`src/hw/rtl/bss_pkg.sv`:
```
// ----------------------------------------------------------------------------
// bss_pkg
// Types, constants and register map shared by the bicubic scanline scaler.
// ----------------------------------------------------------------------------
`timescale 1ns / 1ps
`default_nettype none

package bss_pkg;

  localparam int BSS_MAX_WIDTH = 2048;
  localparam int BSS_LINE_ROWS = 8;
  localparam int CFG_AW        = 5;

  localparam logic [2:0] REG_IN_WIDTH   = 3'd0;
  localparam logic [2:0] REG_IN_HEIGHT  = 3'd1;
  localparam logic [2:0] REG_OUT_WIDTH  = 3'd2;
  localparam logic [2:0] REG_OUT_HEIGHT = 3'd3;
  localparam logic [2:0] REG_COMPONENTS = 3'd4;
  localparam logic [2:0] REG_STEP_X     = 3'd5;
  localparam logic [2:0] REG_STEP_Y     = 3'd6;

  localparam logic CMD_PUSH = 1'b0;
  localparam logic CMD_PULL = 1'b1;

  typedef struct packed {
    logic [11:0] in_width;
    logic [11:0] in_height;
    logic [11:0] out_width;
    logic [11:0] out_height;
    logic [2:0]  components;
    logic [27:0] step_x;
    logic [27:0] step_y;
  } cfg_t;

  typedef struct packed {
    logic       cmd;
    logic [7:0] in_comp0;
    logic [7:0] in_comp1;
    logic [7:0] in_comp2;
    logic [7:0] in_comp3;
  } in_word_t;

  typedef struct packed {
    logic       accepted;
    logic       pixel_valid;
    logic [7:0] out_comp0;
    logic [7:0] out_comp1;
    logic [7:0] out_comp2;
    logic [7:0] out_comp3;
    logic       row_end;
    logic       frame_end;
  } out_word_t;

  typedef struct packed {
    logic [3:0][11:0] tap;
    logic [15:0]      frac;
  } taps_t;

  typedef struct packed {
    logic take_in;
    logic push;
    logic mul_y;
    logic mul_x;
    logic lat_y;
    logic lat_x;
    logic lat_slot;
    logic res_clear;
    logic rd_run;
    logic run_h;
    logic run_v;
    logic advance;
    logic upd_oldest;
    logic out_load;
  } bss_cmd_t;

  typedef struct packed {
    logic pull_ok;
    logic rd_done;
    logic h_done;
    logic v_done;
    logic col_last;
    logic row_more;
    logic out_free;
  } bss_sts_t;

endpackage

`default_nettype wire

```
`src/hw/rtl/bss_ctrl.sv`:
```
// ----------------------------------------------------------------------------
// bss_ctrl
// Sequencer for push and pull words: taps, reads, cubic passes, advance.
// ----------------------------------------------------------------------------
`timescale 1ns / 1ps
`default_nettype none

module bss_ctrl import bss_pkg::*; (
  input  wire logic     clk,
  input  wire logic     rst,
  input  wire logic     in_valid,
  input  wire logic     in_cmd,
  output logic          in_stall,
  output bss_cmd_t      cmd,
  input  wire bss_sts_t sts
);

  typedef enum logic [13:0] {
    S_IDLE = 14'b00000000000001,
    S_PUSH = 14'b00000000000010,
    S_TY1  = 14'b00000000000100,
    S_TY2  = 14'b00000000001000,
    S_CHK  = 14'b00000000010000,
    S_TX1  = 14'b00000000100000,
    S_TX2  = 14'b00000001000000,
    S_RD   = 14'b00000010000000,
    S_H    = 14'b00000100000000,
    S_V    = 14'b00001000000000,
    S_ADV  = 14'b00010000000000,
    S_NY1  = 14'b00100000000000,
    S_NY2  = 14'b01000000000000,
    S_OUT  = 14'b10000000000000
  } state_t;

  state_t state, state_next;

  assign in_stall = (state != S_IDLE);

  always_comb begin
    cmd = '0;
    state_next = state;
    unique case (state)
      S_IDLE: begin
        if (in_valid) begin
          cmd.take_in = 1'b1;
          state_next = (in_cmd == CMD_PULL) ? S_TY1 : S_PUSH;
        end
      end
      S_PUSH: begin
        cmd.push = 1'b1;
        state_next = S_OUT;
      end
      S_TY1: begin
        cmd.mul_y = 1'b1;
        state_next = S_TY2;
      end
      S_TY2: begin
        cmd.lat_y = 1'b1;
        state_next = S_CHK;
      end
      S_CHK: begin
        if (sts.pull_ok) begin
          state_next = S_TX1;
        end else begin
          cmd.res_clear = 1'b1;
          state_next = S_OUT;
        end
      end
      S_TX1: begin
        cmd.mul_x = 1'b1;
        cmd.lat_slot = 1'b1;
        state_next = S_TX2;
      end
      S_TX2: begin
        cmd.lat_x = 1'b1;
        state_next = S_RD;
      end
      S_RD: begin
        cmd.rd_run = 1'b1;
        if (sts.rd_done) begin
          state_next = S_H;
        end
      end
      S_H: begin
        cmd.run_h = 1'b1;
        if (sts.h_done) begin
          state_next = S_V;
        end
      end
      S_V: begin
        cmd.run_v = 1'b1;
        if (sts.v_done) begin
          state_next = S_ADV;
        end
      end
      S_ADV: begin
        cmd.advance = 1'b1;
        state_next = (sts.col_last && sts.row_more) ? S_NY1 : S_OUT;
      end
      S_NY1: begin
        cmd.mul_y = 1'b1;
        state_next = S_NY2;
      end
      S_NY2: begin
        cmd.upd_oldest = 1'b1;
        state_next = S_OUT;
      end
      S_OUT: begin
        if (sts.out_free) begin
          cmd.out_load = 1'b1;
          state_next = S_IDLE;
        end
      end
      default: begin
        state_next = S_IDLE;
      end
    endcase
  end

  always_ff @(posedge clk) begin
    if (rst) begin
      state <= S_IDLE;
    end else begin
      state <= state_next;
    end
  end

endmodule

`default_nettype wire

```
`config.mk`:
```
export PLATFORM = sky130hd
export DESIGN_NAME = bss_ctrl
export DESIGN_NICKNAME = d
export VERILOG_FILES = /design/src/hw/rtl/bss_pkg.sv /design/src/hw/rtl/bss_ctrl.sv
export SDC_FILE = /design/constraint.sdc
export NUM_CORES = 1
export LEC_CHECK = 0
export BUFFER_PORTS_ARGS = -buffer_cell sky130_fd_sc_hd__buf_2
export CAP_MARGIN = 10
export CORE_UTILIZATION = 53
export CTS_BUF_LIST = sky130_fd_sc_hd__clkbuf_4
export DETAILED_ROUTE_END_ITERATION = 8
export PLACE_DENSITY_LB_ADDON = 0.15
export SKIP_LAST_GASP = 1
export SLEW_MARGIN = 5
export SYNTH_ARGS = -nofsm -noshare
export SYNTH_HDL_FRONTEND = slang
export SYNTH_SLANG_ARGS = --single-unit
```
`constraint.sdc`:
```
create_clock -name clk -period 1.9 [get_ports clk]
set_input_delay 0 -clock clk [delete_from_list [all_inputs] [get_ports clk]]
set_output_delay 0 -clock clk [all_outputs]
set_load 0.01 [all_outputs]
```
==> metrics.log <==
INFO  metric outcome = complete, but fails checks
INFO  metric failed_checks = setup timing
INFO  metric timing.final.hold_violations = 0
INFO  metric numClockSinks = 14
INFO  metric crit_required = between 1.5 and 2 ns
INFO  metric maxSlewHeadroom = 0.724
INFO  metric timing.fmax = 518 MHz
INFO  metric synthCells = 109
INFO  metric largest_register_ffs = 14
INFO  metric clock_insertion_delay_worst_skew = 0.30 ns
INFO  metric synth.yosys.seq_area_share = 0.310
INFO  metric groute.layer.met3.usage = 0.0553
INFO  metric cts-root-buf = sky130_fd_sc_hd__clkbuf_4
INFO  metric dr.pass1.iters = 6
INFO  metric layout-drive-gt1-share = 0.456
INFO  metric grt_overflow = 0
INFO  metric fp-row-count = 14
INFO  metric dp_hpwl = 1890 um
INFO  metric critPathMaxFanout = 5
INFO  metric multi_input_area = 598 sq um
INFO  metric grt_first_pass_wirelength = roughly 4400 um
INFO  metric path_clk_slew = 0.09 ns
INFO  metric count_of_antenna_diodes_in_the_layout = 0
INFO  metric cts_max_path_buffers = 2
INFO  metric gr-max-usage-layer = met2
INFO  metric data_arrival_critical_path = 1.93 ns
INFO  metric timing.final.crit_period = 1.93 ns
INFO  metric max_slew.worst_pin.slew = 0.409 ns
INFO  metric vdd_ir_drop_max = 0.602 mV
INFO  metric design_power_total = slightly below 800 uW
INFO  metric groute.layer.met1.usage = 0.415
INFO  metric gp_congestion = 0.863
INFO  metric starting_density_of_the_core = 0.587
INFO  metric postSynthNetCount = 120
INFO  metric final_critical_path_share_of_the_clock_period = 1.02
INFO  metric fp.dieH = 43.3 um
INFO  metric critical_path.endpoint_type = output port
INFO  metric layout_top_registers = state (14)
INFO  metric global_route.usage.total = 0.311
INFO  metric fin_skew = 0.000923 ns
INFO  metric met2_usage = 0.493
INFO  metric synth.avg_cell_area = roughly 8.3 sq um
INFO  metric layout-area-overhead-vs-synth = 45.5%
INFO  metric place_inst = between 150 and 200
INFO  metric fp.dieArea = 1880 sq um
INFO  metric syn_area = 905 sq um
INFO  metric pin_count_of_the_biggest_net_entering_global_routing = 12
INFO  metric clock_tree_from_tritoncts = done
INFO  metric ioPinCount = 26
INFO  metric min-delay-path-class = input port to register
INFO  metric antenna_found_initial = 0
INFO  metric count_of_final_max_slew_check_failures = 0
INFO  metric count_of_port_buffers_added_during_placement = 25
INFO  metric max_cap_viol_count = 0
INFO  metric grt_pass1_vias = 958
INFO  metric h-tree-depth = 1
INFO  metric rsz0062_at_grt = yes
INFO  metric fin_nets = between 150 and 200
INFO  metric fillCellCount = 95
INFO  metric largest-register = state
INFO  metric synth_cell_types = 37
INFO  metric drt-initial-drc-count = 93
INFO  metric power-per-cell-area = 591 nW/um^2
INFO  metric cp-start-kind = register
INFO  metric num_vias = between 1k and 1.5k
INFO  metric final-seq-area = 305 sq um
INFO  metric fp.coreArea = ~1500 sq um
INFO  metric die_width = between 40 and 50 um
INFO  metric stdcell_count = 176
INFO  metric via_per_instance_ratio = 6.21
INFO  metric route.detailed.drc = 0
INFO  metric route.final.wire_length = 2970 um
INFO  metric layout_setup_ws = -0.0307 ns
INFO  metric detail-route-antenna-nets = 0
INFO  metric p_leak = just over 0.6 nW
INFO  metric drt-wirelength-per-cell = ~17 um
INFO  metric numCtsBuffers = 3
INFO  metric layout_commonest_cell = sky130_fd_sc_hd__buf_2
INFO  metric layout.cells.most_common_list = sky130_fd_sc_hd__buf_2, sky130_fd_sc_hd__buf_4, sky130_fd_sc_hd__nor2_1, sky130_fd_sc_hd__nand4_1, sky130_fd_sc_hd__inv_1
INFO  metric report.final.setup_viol = 1
INFO  metric timing_worst_setup_path_type = register to output port
INFO  metric ys_warn_count = 0
INFO  metric ys_ff_latch = 14
==> logic make-up (layout without fill, tap and decap cells) <==
logic type | Yosys count | after routing | share of synthesized area
compound gates | 18 | 18 | 0.154
flops | 14 | 14 | 0.310
xor+xnor | 1 | 1 | 0.00968
buf+inv | 12 | 63 | 0.0650
simple gates | 64 | 64 | 0.462
==> worst max-delay path: stages (launching register included) <==
cell                      delay (ns)
sky130_fd_sc_hd__dfxtp_4        0.37
sky130_fd_sc_hd__nor4_4         0.37
sky130_fd_sc_hd__and4b_1        0.27
sky130_fd_sc_hd__and3_1         0.24
sky130_fd_sc_hd__buf_4          0.15
sky130_fd_sc_hd__and2_1         0.11
sky130_fd_sc_hd__buf_2          0.12
==> what timing repair did <==
item | 4_1_cts | 5_1_grt
buffers inserted | 4 | 5
hold buffers | 5 | 0
endpoints found under the setup margin | 4 | 16
gates cloned | 0 | 0
pin swaps | 5 | 6
hold endpoints to repair | 8 | 0
resized for setup | 0 | 21
==> layer usage <==
layer / up-vias / share of wire
met5: - / 0
met3: 19 / 0.084
met4: 0 / 0.053
li1: 513 / -
met2: 70 / 0.47
met1: 491 / 0.39
==> through the flow <==
step / setup slack (ns) / hold slack [ns] / TNS (ns) / util / instance area [sq um]
detailed placement: 0.00681 / 0.191 / 0 / 0.723 / 1110
global route: -0.0755 / 0.0884 / -0.104 / 0.854 / 1320
global placement: 0.0432 / 0.179 / 0 / 0.723 / 1110
finish: -0.0307 / 0.0274 / -0.0307 / 0.854 / 1320
floorplan: 0.0110 / 0.0691 / 0 / - / 905
CTS: -0.0178 / 0.0257 / -0.0178 / 0.792 / 1220
==> worst paths after layout <==
path                           endpoint  slack, ns                   start  cells after the start
hold reg to reg   state[9]$_SDFFE_PP0P_       0.53   state[9]$_SDFFE_PP0P_                      2
hold / removal    state[0]$_SDFFE_PP1P_       0.03                in_valid                      3
setup / recovery                 cmd[6]      -0.03   state[2]$_SDFFE_PP0P_                      6
setup reg to reg  state[8]$_SDFFE_PP0P_       0.06  state[11]$_SDFFE_PP0P_                      6
==> power by group <==
| group | internal, mW | switching [mW] | total, mW |
|---|---|---|---|
| combinational | 0.132 | 0.136 | 0.268 |
| clock | 0.0767 | 0.115 | 0.192 |
| sequential | 0.301 | 0.0173 | 0.318 |
==> area by class of cell <==
| type | count | area share |
|---|---|---|
| inverter | 7 | 0.0200 |
| clock inverter | 1 | 0.00285 |
| timing repair buffer | 52 | 0.259 |
| clock buffer | 3 | 0.0171 |
| multi-input combinational | 83 | 0.454 |
| sequential | 14 | 0.232 |
| tap | 16 | 0.0152 |
==> synth_stat cells, drive strengths merged <==
cell type,instances,area share
buf,4,0.032
o21ai,6,0.033
a21oi,3,0.017
nor4b,7,0.068
nor2,16,0.066
a311oi,1,0.0097
and2,2,0.014
and4b,1,0.011
nand3,3,0.022
or3,2,0.014
nor4,4,0.077
nand3b,1,0.0083
dfxtp,14,0.31
o41ai,1,0.018
nand2,6,0.025
o22ai,1,0.014
o2111ai,1,0.0097
nand2b,3,0.021
or4,1,0.0083
a211o,1,0.0097
inv,7,0.029
xor2,1,0.0097
a221oi,1,0.0097
nand4b,1,0.0097
o21ba,1,0.011
clkbuf,1,0.0041
nand4,7,0.048
nor3b,2,0.022
a21boi,1,0.012
nor3,6,0.033
and3,2,0.014
o22a,1,0.0097
Note: power is estimated with default switching activity, not from simulation.
